## config.mk

```make
export PLATFORM = sky130hd
export DESIGN_NAME = scaled_number_token_parser_top
export DESIGN_NICKNAME = d
export VERILOG_FILES = /design/src/snp_pkg.sv /design/src/scaled_number_token_parser_top.sv /design/src/snp_parse.sv /design/src/snp_fifo.sv
export SDC_FILE = /design/constraint.sdc
export NUM_CORES = 1
export LEC_CHECK = 0
export BUFFER_PORTS_ARGS = -buffer_cell sky130_fd_sc_hd__buf_4
export CORE_ASPECT_RATIO = 0.6
export CORE_MARGIN = 3
export CORE_UTILIZATION = 48
export CTS_BUF_LIST = sky130_fd_sc_hd__clkbuf_2 sky130_fd_sc_hd__clkbuf_4 sky130_fd_sc_hd__clkbuf_8
export CTS_CLUSTER_DIAMETER = 50
export DETAILED_ROUTE_END_ITERATION = 12
export PLACE_DENSITY_LB_ADDON = 0.25
export RECOVER_POWER = 50
export SYNTH_ARGS = -nofsm -noshare
export SYNTH_HDL_FRONTEND = slang
export SYNTH_HIERARCHICAL = 1
export SYNTH_SLANG_ARGS = --single-unit
```

## constraint.sdc

```tcl
create_clock -name clk -period 21.4 [get_ports clk]
set_input_delay 1.07 -clock clk [delete_from_list [all_inputs] [get_ports clk]]
set_output_delay 1.07 -clock clk [all_outputs]
set_load 0.1 [all_outputs]
```

## src/snp_pkg.sv

```systemverilog
`timescale 1ns / 1ps
`default_nettype none

package snp_pkg;

	localparam int MANT_W = 64;

	localparam logic [7:0] CH_TAB   = 8'h09;
	localparam logic [7:0] CH_SPACE = 8'h20;
	localparam logic [7:0] CH_LPAR  = 8'h28;
	localparam logic [7:0] CH_RPAR  = 8'h29;
	localparam logic [7:0] CH_PLUS  = 8'h2B;
	localparam logic [7:0] CH_COMMA = 8'h2C;
	localparam logic [7:0] CH_MINUS = 8'h2D;
	localparam logic [7:0] CH_DOT   = 8'h2E;
	localparam logic [7:0] CH_ZERO  = 8'h30;
	localparam logic [7:0] CH_NINE  = 8'h39;
	localparam logic [7:0] CH_COLON = 8'h3A;
	localparam logic [7:0] CH_EQ    = 8'h3D;

	// Lower-case letters; a code ORed with 8'h20 matches both cases.
	localparam logic [7:0] CH_D = 8'h64;
	localparam logic [7:0] CH_E = 8'h65;
	localparam logic [7:0] CH_F = 8'h66;
	localparam logic [7:0] CH_G = 8'h67;
	localparam logic [7:0] CH_I = 8'h69;
	localparam logic [7:0] CH_K = 8'h6B;
	localparam logic [7:0] CH_L = 8'h6C;
	localparam logic [7:0] CH_M = 8'h6D;
	localparam logic [7:0] CH_N = 8'h6E;
	localparam logic [7:0] CH_P = 8'h70;
	localparam logic [7:0] CH_T = 8'h74;
	localparam logic [7:0] CH_U = 8'h75;

	localparam logic signed [4:0] DL_NONE = 5'sd0;
	localparam logic signed [4:0] DL_T    = 5'sd12;
	localparam logic signed [4:0] DL_G    = 5'sd9;
	localparam logic signed [4:0] DL_MEG  = 5'sd6;
	localparam logic signed [4:0] DL_K    = 5'sd3;
	localparam logic signed [4:0] DL_FRAC = -5'sd1;
	localparam logic signed [4:0] DL_M    = -5'sd3;
	localparam logic signed [4:0] DL_U    = -5'sd6;
	localparam logic signed [4:0] DL_MIL  = -5'sd7;
	localparam logic signed [4:0] DL_N    = -5'sd9;
	localparam logic signed [4:0] DL_P    = -5'sd12;
	localparam logic signed [4:0] DL_F    = -5'sd15;

	localparam logic signed [11:0] EXP_MAX = 12'sd1023;
	localparam logic signed [11:0] EXP_MIN = -12'sd1023;
	localparam logic [13:0] EXP_DIG_MAX = 14'd1023;

	typedef enum logic [1:0] {
		ST_NUM = 2'd0,
		ST_NAN = 2'd1,
		ST_EOL = 2'd2
	} status_t;

	typedef enum logic [14:0] {
		PH_IDLE  = 15'h0001,
		PH_PLUS  = 15'h0002,
		PH_MINUS = 15'h0004,
		PH_INT   = 15'h0008,
		PH_DOT   = 15'h0010,
		PH_FRAC  = 15'h0020,
		PH_E     = 15'h0040,
		PH_ESP   = 15'h0080,
		PH_ESM   = 15'h0100,
		PH_EXP   = 15'h0200,
		PH_M     = 15'h0400,
		PH_ME    = 15'h0800,
		PH_MI    = 15'h1000,
		PH_DONE  = 15'h2000,
		PH_NAN   = 15'h4000
	} phase_t;

	typedef struct packed {
		status_t            status;
		logic               negative;
		logic [MANT_W-1:0]  mantissa;
		logic signed [10:0] dec_exponent;
		logic               overflowed;
		logic               last;
	} res_t;

	typedef struct packed {
		logic               sat;
		logic signed [10:0] val;
	} fexp_t;

	typedef struct packed {
		phase_t            ph;
		logic signed [4:0] delta;
	} scale_t;

	function automatic fexp_t frac_add(input logic signed [10:0] a,
		input logic signed [4:0] d);
		logic signed [11:0] s;
		fexp_t r;
		s = 12'(a) + 12'(d);
		r.sat = 1'b0;
		r.val = s[10:0];
		if (s > EXP_MAX) begin
			r.sat = 1'b1;
			r.val = EXP_MAX[10:0];
		end else if (s < EXP_MIN) begin
			r.sat = 1'b1;
			r.val = EXP_MIN[10:0];
		end
		return r;
	endfunction

	function automatic fexp_t exp_total(input logic signed [10:0] fr, input logic neg,
		input logic [9:0] ed);
		logic [11:0] e12;
		logic signed [11:0] s;
		fexp_t r;
		e12 = {2'b00, ed};
		s = 12'(fr) + $signed(neg ? (12'd0 - e12) : e12);
		r.sat = 1'b0;
		r.val = s[10:0];
		if (s > EXP_MAX) begin
			r.sat = 1'b1;
			r.val = EXP_MAX[10:0];
		end else if (s < EXP_MIN) begin
			r.sat = 1'b1;
			r.val = EXP_MIN[10:0];
		end
		return r;
	endfunction

	function automatic scale_t scale_of(input logic [7:0] lc);
		scale_t r;
		r.ph = PH_DONE;
		r.delta = DL_NONE;
		case (lc)
			CH_T: r.delta = DL_T;
			CH_G: r.delta = DL_G;
			CH_K: r.delta = DL_K;
			CH_U: r.delta = DL_U;
			CH_N: r.delta = DL_N;
			CH_P: r.delta = DL_P;
			CH_F: r.delta = DL_F;
			CH_M: r.ph = PH_M;
			default: r.delta = DL_NONE;
		endcase
		return r;
	endfunction

endpackage

`default_nettype wire

```

## src/scaled_number_token_parser_top.sv

```systemverilog
// Scaled number token parser.
// Input channel (req_valid / req_stall) carries one character per beat with
// line_end marking the last character of a line. Output channel
// (rsp_valid / rsp_stall) carries one result per beat: a parsed number
// (sign, 64-bit mantissa, decimal exponent, overflow flag), a not-a-number
// token, or an end-of-line marker. last is set on the final result that a
// character causes; a character causes zero, one or two results.
// A character is registered at acceptance and parsed from that register once
// the result queue has room; its results are written into the queue, from
// which the output reads them. One character is accepted per cycle while
// req_stall is low; sustained output is one result per cycle while rsp_stall
// is low, set by the single read port of the four-entry result queue.
// Reset clears the token state and empties the queue; no result is pending.
// When the receiver stalls, results wait in the queue, and req_stall rises
// once the queue cannot take the two results the next character may cause.
`timescale 1ns / 1ps
`default_nettype none

module scaled_number_token_parser_top #(
	parameter int MANT_BITS = 64
) (
	input  wire logic          clk,
	input  wire logic          arst_n,
	input  wire logic          req_valid,
	output logic               req_stall,
	input  wire logic [7:0]    char_code,
	input  wire logic          line_end,
	output logic               rsp_valid,
	input  wire logic          rsp_stall,
	output logic [1:0]         status,
	output logic               negative,
	output logic [63:0]        mantissa,
	output logic signed [10:0] dec_exponent,
	output logic               overflowed,
	output logic               last
);
	import snp_pkg::*;

	logic        valid_s1;
	logic [7:0]  char_s1;
	logic        le_s1;
	logic        room, fire, accept;
	res_t        res0, res1, rd_data;
	logic [1:0]  nres;

	assign fire      = valid_s1 && room;
	assign req_stall = valid_s1 && !room;
	assign accept    = req_valid && !req_stall;

	always_ff @(posedge clk or negedge arst_n) begin
		if (!arst_n) begin
			valid_s1 <= 1'b0;
		end else if (accept) begin
			valid_s1 <= 1'b1;
		end else if (fire) begin
			valid_s1 <= 1'b0;
		end
	end

	always_ff @(posedge clk) begin
		if (accept) begin
			char_s1 <= char_code;
			le_s1 <= line_end;
		end
	end

	snp_parse #(
		.MANT_BITS (MANT_BITS)
	) u_parse (
		.clk       (clk),
		.arst_n    (arst_n),
		.fire      (fire),
		.char_code (char_s1),
		.line_end  (le_s1),
		.res0      (res0),
		.res1      (res1),
		.nres      (nres)
	);

	snp_fifo u_fifo (
		.clk      (clk),
		.arst_n   (arst_n),
		.wr_cnt   (fire ? nres : 2'd0),
		.wr0      (res0),
		.wr1      (res1),
		.room     (room),
		.rd_valid (rsp_valid),
		.rd_stall (rsp_stall),
		.rd_data  (rd_data)
	);

	assign status       = rd_data.status;
	assign negative     = rd_data.negative;
	assign mantissa     = rd_data.mantissa;
	assign dec_exponent = rd_data.dec_exponent;
	assign overflowed   = rd_data.overflowed;
	assign last         = rd_data.last;

	a_hold_s1: assert property (@(posedge clk) disable iff (!arst_n)
		valid_s1 && !room |=> valid_s1 && $stable(char_s1) && $stable(le_s1))
		else $error("stalled character lost from the input register");

endmodule

`default_nettype wire

```

## src/snp_parse.sv

```systemverilog
`timescale 1ns / 1ps
`default_nettype none

module snp_parse #(
	parameter int MANT_BITS = 64
) (
	input  wire logic         clk,
	input  wire logic         arst_n,
	input  wire logic         fire,
	input  wire logic [7:0]   char_code,
	input  wire logic         line_end,
	output snp_pkg::res_t     res0,
	output snp_pkg::res_t     res1,
	output logic [1:0]        nres
);
	import snp_pkg::*;

	localparam logic [MANT_BITS-1:0] MANT_MAX = {MANT_BITS{1'b1}};

	phase_t                 phase_q;
	logic                   sign_q;
	logic [MANT_BITS-1:0]   acc_q;
	logic signed [10:0]     frac_q;
	logic                   eneg_q;
	logic [9:0]             ed_q;
	logic                   sat_q;

	logic [7:0]             lc;
	logic                   sep, dig, is_e;
	scale_t                 sc;
	phase_t                 ph_f;
	logic                   sign_f, eneg_f, push_d, push_e, do_mil;
	logic signed [4:0]      delta;

	logic [MANT_BITS+3:0]   p10;
	logic [MANT_BITS+7:0]   p254;
	logic [13:0]            e10;
	fexp_t                  fr_f;
	logic [MANT_BITS-1:0]   acc_f;
	logic [9:0]             ed_f;
	logic                   sat_f;

	phase_t                 k_ph;
	logic                   k_sign, k_eneg, k_sat;
	logic [MANT_BITS-1:0]   k_acc;
	logic signed [10:0]     k_frac;
	logic [9:0]             k_ed;
	fexp_t                  fa, fe;
	res_t                   fin, eol;
	logic                   fin_emit;

	assign lc   = char_code | 8'h20;
	assign sep  = (char_code == CH_SPACE) || (char_code == CH_TAB) || (char_code == CH_EQ)
		|| (char_code == CH_LPAR) || (char_code == CH_RPAR) || (char_code == CH_COMMA);
	assign dig  = (char_code >= CH_ZERO) && (char_code <= CH_NINE);
	assign is_e = (lc == CH_E) || (lc == CH_D);
	assign sc   = scale_of(lc);

	always_comb begin
		ph_f   = phase_q;
		sign_f = sign_q;
		eneg_f = eneg_q;
		push_d = 1'b0;
		push_e = 1'b0;
		do_mil = 1'b0;
		delta  = DL_NONE;
		case (phase_q)
			PH_IDLE, PH_PLUS, PH_MINUS: begin
				if (phase_q == PH_IDLE && char_code == CH_PLUS) begin
					ph_f = PH_PLUS;
				end else if (phase_q != PH_MINUS && char_code == CH_MINUS) begin
					sign_f = 1'b1;
					ph_f = PH_MINUS;
				end else if (dig) begin
					push_d = 1'b1;
					ph_f = PH_INT;
				end else if (char_code == CH_DOT) begin
					ph_f = PH_DOT;
				end else begin
					ph_f = PH_NAN;
				end
			end
			PH_INT: begin
				if (dig) begin
					push_d = 1'b1;
				end else if (char_code == CH_COLON) begin
					ph_f = PH_NAN;
				end else if (char_code == CH_DOT) begin
					ph_f = PH_DOT;
				end else if (is_e) begin
					ph_f = PH_E;
				end else begin
					ph_f = sc.ph;
					delta = sc.delta;
				end
			end
			PH_DOT, PH_FRAC: begin
				if (dig) begin
					push_d = 1'b1;
					delta = DL_FRAC;
					ph_f = PH_FRAC;
				end else if (is_e) begin
					ph_f = PH_E;
				end else begin
					ph_f = sc.ph;
					delta = sc.delta;
				end
			end
			PH_E, PH_ESP, PH_ESM, PH_EXP: begin
				if (phase_q == PH_E && char_code == CH_PLUS) begin
					ph_f = PH_ESP;
				end else if ((phase_q == PH_E || phase_q == PH_ESP)
					&& char_code == CH_MINUS) begin
					eneg_f = 1'b1;
					ph_f = PH_ESM;
				end else if (dig) begin
					push_e = 1'b1;
					ph_f = PH_EXP;
				end else begin
					ph_f = sc.ph;
					delta = sc.delta;
				end
			end
			PH_M: begin
				if (lc == CH_E) begin
					ph_f = PH_ME;
				end else if (lc == CH_I) begin
					ph_f = PH_MI;
				end else begin
					delta = DL_M;
					ph_f = PH_DONE;
				end
			end
			PH_ME: begin
				delta = (lc == CH_G) ? DL_MEG : DL_M;
				ph_f = PH_DONE;
			end
			PH_MI: begin
				do_mil = (lc == CH_L);
				delta = (lc == CH_L) ? DL_MIL : DL_M;
				ph_f = PH_DONE;
			end
			default: begin
				ph_f = phase_q;
			end
		endcase
	end

	assign p10  = {1'b0, acc_q, 3'b000} + {3'b000, acc_q, 1'b0}
		+ (MANT_BITS+4)'(char_code[3:0]);
	assign p254 = {acc_q, 8'h00} - {7'b0000000, acc_q, 1'b0};
	assign e10  = {1'b0, ed_q, 3'b000} + {3'b000, ed_q, 1'b0} + 14'(char_code[3:0]);
	assign fr_f = frac_add(frac_q, delta);

	always_comb begin
		acc_f = acc_q;
		ed_f  = ed_q;
		sat_f = sat_q | fr_f.sat;
		if (push_d) begin
			if (|p10[MANT_BITS+3:MANT_BITS]) begin
				acc_f = MANT_MAX;
				sat_f = 1'b1;
			end else begin
				acc_f = p10[MANT_BITS-1:0];
			end
		end else if (do_mil) begin
			if (|p254[MANT_BITS+7:MANT_BITS]) begin
				acc_f = MANT_MAX;
				sat_f = 1'b1;
			end else begin
				acc_f = p254[MANT_BITS-1:0];
			end
		end
		if (push_e) begin
			if (e10 > EXP_DIG_MAX) begin
				ed_f = EXP_DIG_MAX[9:0];
				sat_f = 1'b1;
			end else begin
				ed_f = e10[9:0];
			end
		end
	end

	// A separator skips the character itself and closes the token as it stands.
	assign k_ph   = sep ? phase_q : ph_f;
	assign k_sign = sep ? sign_q : sign_f;
	assign k_eneg = sep ? eneg_q : eneg_f;
	assign k_sat  = sep ? sat_q : sat_f;
	assign k_acc  = sep ? acc_q : acc_f;
	assign k_frac = sep ? frac_q : fr_f.val;
	assign k_ed   = sep ? ed_q : ed_f;

	assign fa = (k_ph == PH_M || k_ph == PH_ME || k_ph == PH_MI)
		? frac_add(k_frac, DL_M) : fexp_t'{sat: 1'b0, val: k_frac};
	assign fe = exp_total(fa.val, k_eneg, k_ed);

	always_comb begin
		fin = '0;
		if (k_ph == PH_PLUS || k_ph == PH_MINUS || k_ph == PH_NAN) begin
			fin.status = ST_NAN;
		end else begin
			fin.status = ST_NUM;
			fin.negative = k_sign;
			fin.mantissa = MANT_W'(k_acc);
			fin.dec_exponent = fe.val;
			fin.overflowed = k_sat | fa.sat | fe.sat;
		end
		fin.last = !line_end;
	end

	always_comb begin
		eol = '0;
		eol.status = ST_EOL;
		eol.last = 1'b1;
	end

	assign fin_emit = (k_ph != PH_IDLE) && (sep || line_end);
	assign res0 = fin_emit ? fin : eol;
	assign res1 = eol;
	assign nres = {1'b0, fin_emit} + {1'b0, line_end};

	always_ff @(posedge clk or negedge arst_n) begin
		if (!arst_n) begin
			phase_q <= PH_IDLE;
			sign_q <= 1'b0;
			acc_q <= '0;
			frac_q <= '0;
			eneg_q <= 1'b0;
			ed_q <= '0;
			sat_q <= 1'b0;
		end else if (fire) begin
			if (sep || line_end) begin
				phase_q <= PH_IDLE;
				sign_q <= 1'b0;
				acc_q <= '0;
				frac_q <= '0;
				eneg_q <= 1'b0;
				ed_q <= '0;
				sat_q <= 1'b0;
			end else begin
				phase_q <= ph_f;
				sign_q <= sign_f;
				acc_q <= acc_f;
				frac_q <= fr_f.val;
				eneg_q <= eneg_f;
				ed_q <= ed_f;
				sat_q <= sat_f;
			end
		end
	end

	a_line_end_clears: assert property (@(posedge clk) disable iff (!arst_n)
		fire && line_end |=> phase_q == PH_IDLE && acc_q == '0)
		else $error("token state not cleared after line end");

	a_two_need_eol: assert property (@(posedge clk) disable iff (!arst_n)
		fire && nres == 2'd2 |-> line_end && res0.status != ST_EOL)
		else $error("two results without a line end");

	a_mant_sat_flag: assert property (@(posedge clk) disable iff (!arst_n)
		fire && !sep && !line_end && acc_f == MANT_MAX && acc_q != MANT_MAX && do_mil
		|=> sat_q || acc_q == MANT_MAX)
		else $error("mantissa saturation lost");

endmodule

`default_nettype wire

```

## src/snp_fifo.sv

```systemverilog
`timescale 1ns / 1ps
`default_nettype none

module snp_fifo (
	input  wire logic          clk,
	input  wire logic          arst_n,
	input  wire logic [1:0]    wr_cnt,
	input  snp_pkg::res_t      wr0,
	input  snp_pkg::res_t      wr1,
	output logic               room,
	output logic               rd_valid,
	input  wire logic          rd_stall,
	output snp_pkg::res_t      rd_data
);
	import snp_pkg::*;

	localparam int DEPTH = 4;
	localparam int PTR_W = $clog2(DEPTH);

	res_t               mem_q [DEPTH];
	logic [PTR_W-1:0]   wr_ptr_q, rd_ptr_q, wr_ptr_p1;
	logic [PTR_W:0]     count_q;
	logic               rd;

	assign wr_ptr_p1 = wr_ptr_q + PTR_W'(1);
	assign rd_valid  = (count_q != '0);
	assign rd_data   = mem_q[rd_ptr_q];
	assign rd        = rd_valid && !rd_stall;
	assign room      = (count_q <= (PTR_W+1)'(DEPTH - 2));

	always_ff @(posedge clk) begin
		if (wr_cnt != 2'd0) begin
			mem_q[wr_ptr_q] <= wr0;
		end
		if (wr_cnt == 2'd2) begin
			mem_q[wr_ptr_p1] <= wr1;
		end
	end

	always_ff @(posedge clk or negedge arst_n) begin
		if (!arst_n) begin
			wr_ptr_q <= '0;
			rd_ptr_q <= '0;
			count_q <= '0;
		end else begin
			wr_ptr_q <= wr_ptr_q + PTR_W'(wr_cnt);
			rd_ptr_q <= rd_ptr_q + PTR_W'(rd);
			count_q <= count_q + (PTR_W+1)'(wr_cnt) - (PTR_W+1)'(rd);
		end
	end

	a_no_overflow: assert property (@(posedge clk) disable iff (!arst_n)
		wr_cnt != 2'd0 |-> count_q <= (PTR_W+1)'(DEPTH - 2))
		else $error("write into a full result queue");

	a_count_bound: assert property (@(posedge clk) disable iff (!arst_n)
		count_q <= (PTR_W+1)'(DEPTH))
		else $error("result queue count out of range");

endmodule

`default_nettype wire
```

==> summary.txt <==
Layout
  • Most common cell after layout, fill and taps aside: edfxtp_1
  • Area used by multi-input combinational logic: 20600 sq um
  • Share of cells above drive strength 1: 17.4%
  • Final instance area: 37100 sq um
  • Most frequent cells in the layout: edfxtp_1 (329), mux2_2 (316), a21oi_1 (259)
  • Layout area overhead: 6.47%
  • Final net count: 3696
  • Fillers: 6588
  • Ant diodes: 0
  • Reg area: 12700 sq um
  • Finished Layout Cells: 4463

Drt
  • Final ANT Viol Nets: 0
  • Via Count: 28502
  • WL per Instance: 24.4 um
  • DRT Wirelength: 109 mm
  • Iter 0 DRT Violations: 3552
  • DRC viols: 0
  • Drt first pass iters: 6
  • DR vias/cell: 6.39

Clocking
  • Clock Tree Buf Depth: 3
  • CTS Sinks: 440
  • Hold Buf Count CTS: 0
  • Worst-path clk slew: 0.06 ns
  • Root buf cell: clkbuf_8
  • H-tree level count: 3
  • Clk Latency, worst-skew pair: 0.70 ns
  • Clock buffer count from CTS: 73
  • CTS tree: built
  • Number of gates resized after CTS: 0
  • # Post-CTS Setup Buffers: 0

Timing
  • Worst Max-Slew Pin Slew: 4.14 ns
  • Endpoints failing setup: 0
  • Max-Slew Margin vs Limit: -176%
  • Period utilisation layout: 52.1%
  • Setup TNS: 0 ns
  • Pins Over Slew Limit: 513
  • Final Hold Viols: 0
  • Clk_skew: 0.0427 ns
  • Final min period: 11.15 ns
  • RSZ-0062 raised after global routing: false
  • Max Fclk: 89.7 MHz

Setup path
  • Critical Path Most Common Cell: a21oi_1
  • Req. time, crit path: 21.84 ns
  • CP top delay family: compound AO/OA/AOI/OAI gates
  • Worst R2R Setup Slack: 10.25 ns
  • R2R depth: 36
  • Largest fanout on the critical path: 8
  • Crit-path max cell delay: 0.82 ns
  • Buf/Inv on CP: 0
  • Crit end category: register
  • Worst setup SP type: register
  • Crit. path cell count: 36
  • Crit path kind: register to register
  • CP max-delay cell: o21ai_0
  • Arrival time at the worst endpoint: 11.59 ns

Synth
  • Ys async rst share: 25.2%
  • Main synth FF type: edfxtp_1
  • Mapped Area: 34900 sq um
  • Synth Instances: 3413
  • Top-area cell type share of the netlist area: 28.3%
  • Syn. warnings: 6
  • Synth area leader: edfxtp_1
  • Seq/Total Area, Yosys: 36.3%
  • Flops & latches, synth: 440
  • Avg Synthesized Cell Area: 10.2 sq um
  • Distinct cell type count after synthesis: 111
  • Synth area leaders: edfxtp_1 (28%), mux2_2 (10%), ha_1 (8.4%)
  • EDFF count, synth: 329

Die
  • Die width: 354 um
  • Die H: 215 um
  • Die ar.: 76100 sq um
  • # IOs: 95
  • Row cnt: 75
  • Core Region: 70900 sq um
  • Starting Density: 49.2%

Pwr
  • Peak VDD IR: 125 uV
  • Lkg Pwr: 15.2 nW
  • Power per cell area: 149 nW/um^2

Placed design
  • Half-perimeter wire length after placement: 77.5 mm
  • Gpl congestion: 0.998
  • PortBufs: 94
  • Placed cells: 4329
  • Placed cell area: 36100 sq um

Global route
  • Gr usage total: 27.9%
  • Vias in the first global route: 26490
  • Total grt overflow: 0
  • First-pass GRT wire length: 166 mm
  • Initial antenna violation count: 0
  • Largest net degree at the start of global routing: 72

Run status
  • Outcome: finished, violations left
  • Violated checks: capacitance limit, slew limit

Job
  • Max-Cap Viols: 13

Hold path
  • Tightest Hold Check Type: register to register
  • Hold path depth: 2
worst register-to-register path: cells and delay by family (launching register included):
| family | cells | cell delay (ns) |
|---|---|---|
| adder cells (fa/ha/maj) | 3 | 0.99 |
| AND/OR/NAND/NOR | 8 | 2.55 |
| AO/OA/AOI/OAI | 21 | 5.88 |
| flip-flops | 1 | 0.55 |
| XOR/XNOR | 2 | 0.32 |
| multiplexers | 2 | 0.59 |
synthesized netlist by cell type, types with 80 or more instances:
cell type and instances:
clkbuf_1 101, inv_1 134, nand2_1 196, xnor2_1 102
edfxtp_1 329, ha_1 234, dfrtp_1 110, o21ai_0 159
a21oi_1 259, nor2_1 249, mux2_2 316, buf_4 82
mux4_2 80
logic make-up after synthesis:
group / Yosys count / share of synthesized area, %
xor gates and xnor gates: 157 / 3.96
DFF: 440 / 36.3
adders and majority gates: 247 / 8.97
AOI/OAI and AO/OA: 902 / 17.1
muxes: 413 / 15.9
buffers and inverters: 394 / 5.40
and+or+nand+nor: 858 / 12.4
other: 2 / 0.0215
power by group:
part           switching [mW]  internal, mW  total [mW]
clock network           0.387         0.402       0.789
logic                    2.47         0.994        3.46
registers               0.130          1.14        1.27
total                    2.98          2.54        5.52
worst paths after layout:
check | from | end
worst max-delay path | u_parse/phase_q[3]$_DFFE_PN0P_ | u_fifo/mem_q[3][7]$_DFFE_PP_
max in group asynchronous | arst_n | u_parse/ed_q[4]$_DFFE_PN0P_
worst min-delay path | u_parse/sign_q$_DFFE_PN0P_ | u_parse/sign_q$_DFFE_PN0P_
min in group asynchronous | arst_n | u_parse/acc_q[44]$_DFFE_PN0P_
worst max register to register | u_parse/phase_q[3]$_DFFE_PN0P_ | u_fifo/mem_q[3][7]$_DFFE_PP_
worst min register to register | u_parse/sign_q$_DFFE_PN0P_ | u_parse/sign_q$_DFFE_PN0P_
sequential cells by signal, summed over array words and instances (netlist names):
register         cells
u_parse/acc_q       64
u_parse/ed_q        10
char_s1              8
u_fifo/mem_q       320
u_fifo/count_q       3
valid_s1             1
u_fifo/wr_ptr_q      2
u_parse/sign_q       1
u_fifo/rd_ptr_q      2
u_parse/frac_q      11
le_s1                1
u_parse/phase_q     15
u_parse/eneg_q       1
u_parse/sat_q        1
per-layer routing:
layer / share of wire (%) / vias to the layer above / global-route usage, % / wire, um
met5: 0 / - / 0 / 0
met4: 1.4 / 0 / 4.90 / 1570
met3: 10 / 104 / 5.91 / 11100
met2: 41 / 1383 / 38.8 / 44200
met1: 48 / 13976 / 44.4 / 52000
li1: - / 13039 / - / -
metrics by stage:
step	util, %	power, mW	worst slack [ns]	hold WS (ns)
floorplan	-	3.88	11.14	0.463
global placement	51.0	4.75	10.87	0.480
detailed placement	51.0	4.75	10.67	0.491
CTS	53.0	5.55	10.59	0.312
global route	52.4	5.76	9.50	0.525
finish	52.4	5.52	10.25	0.516
layout make-up:
cell class                 instances  share of cell area [%]
multi-input combinational       2657                    55.6
sequential                       440                    34.1
clock buffer                     100                    3.27
tap                              962                    3.24
timing repair buffer             135                    1.73
inverter                         135                    1.36
clock inverter                    34                   0.724
(Power assumes the default switching activity.)
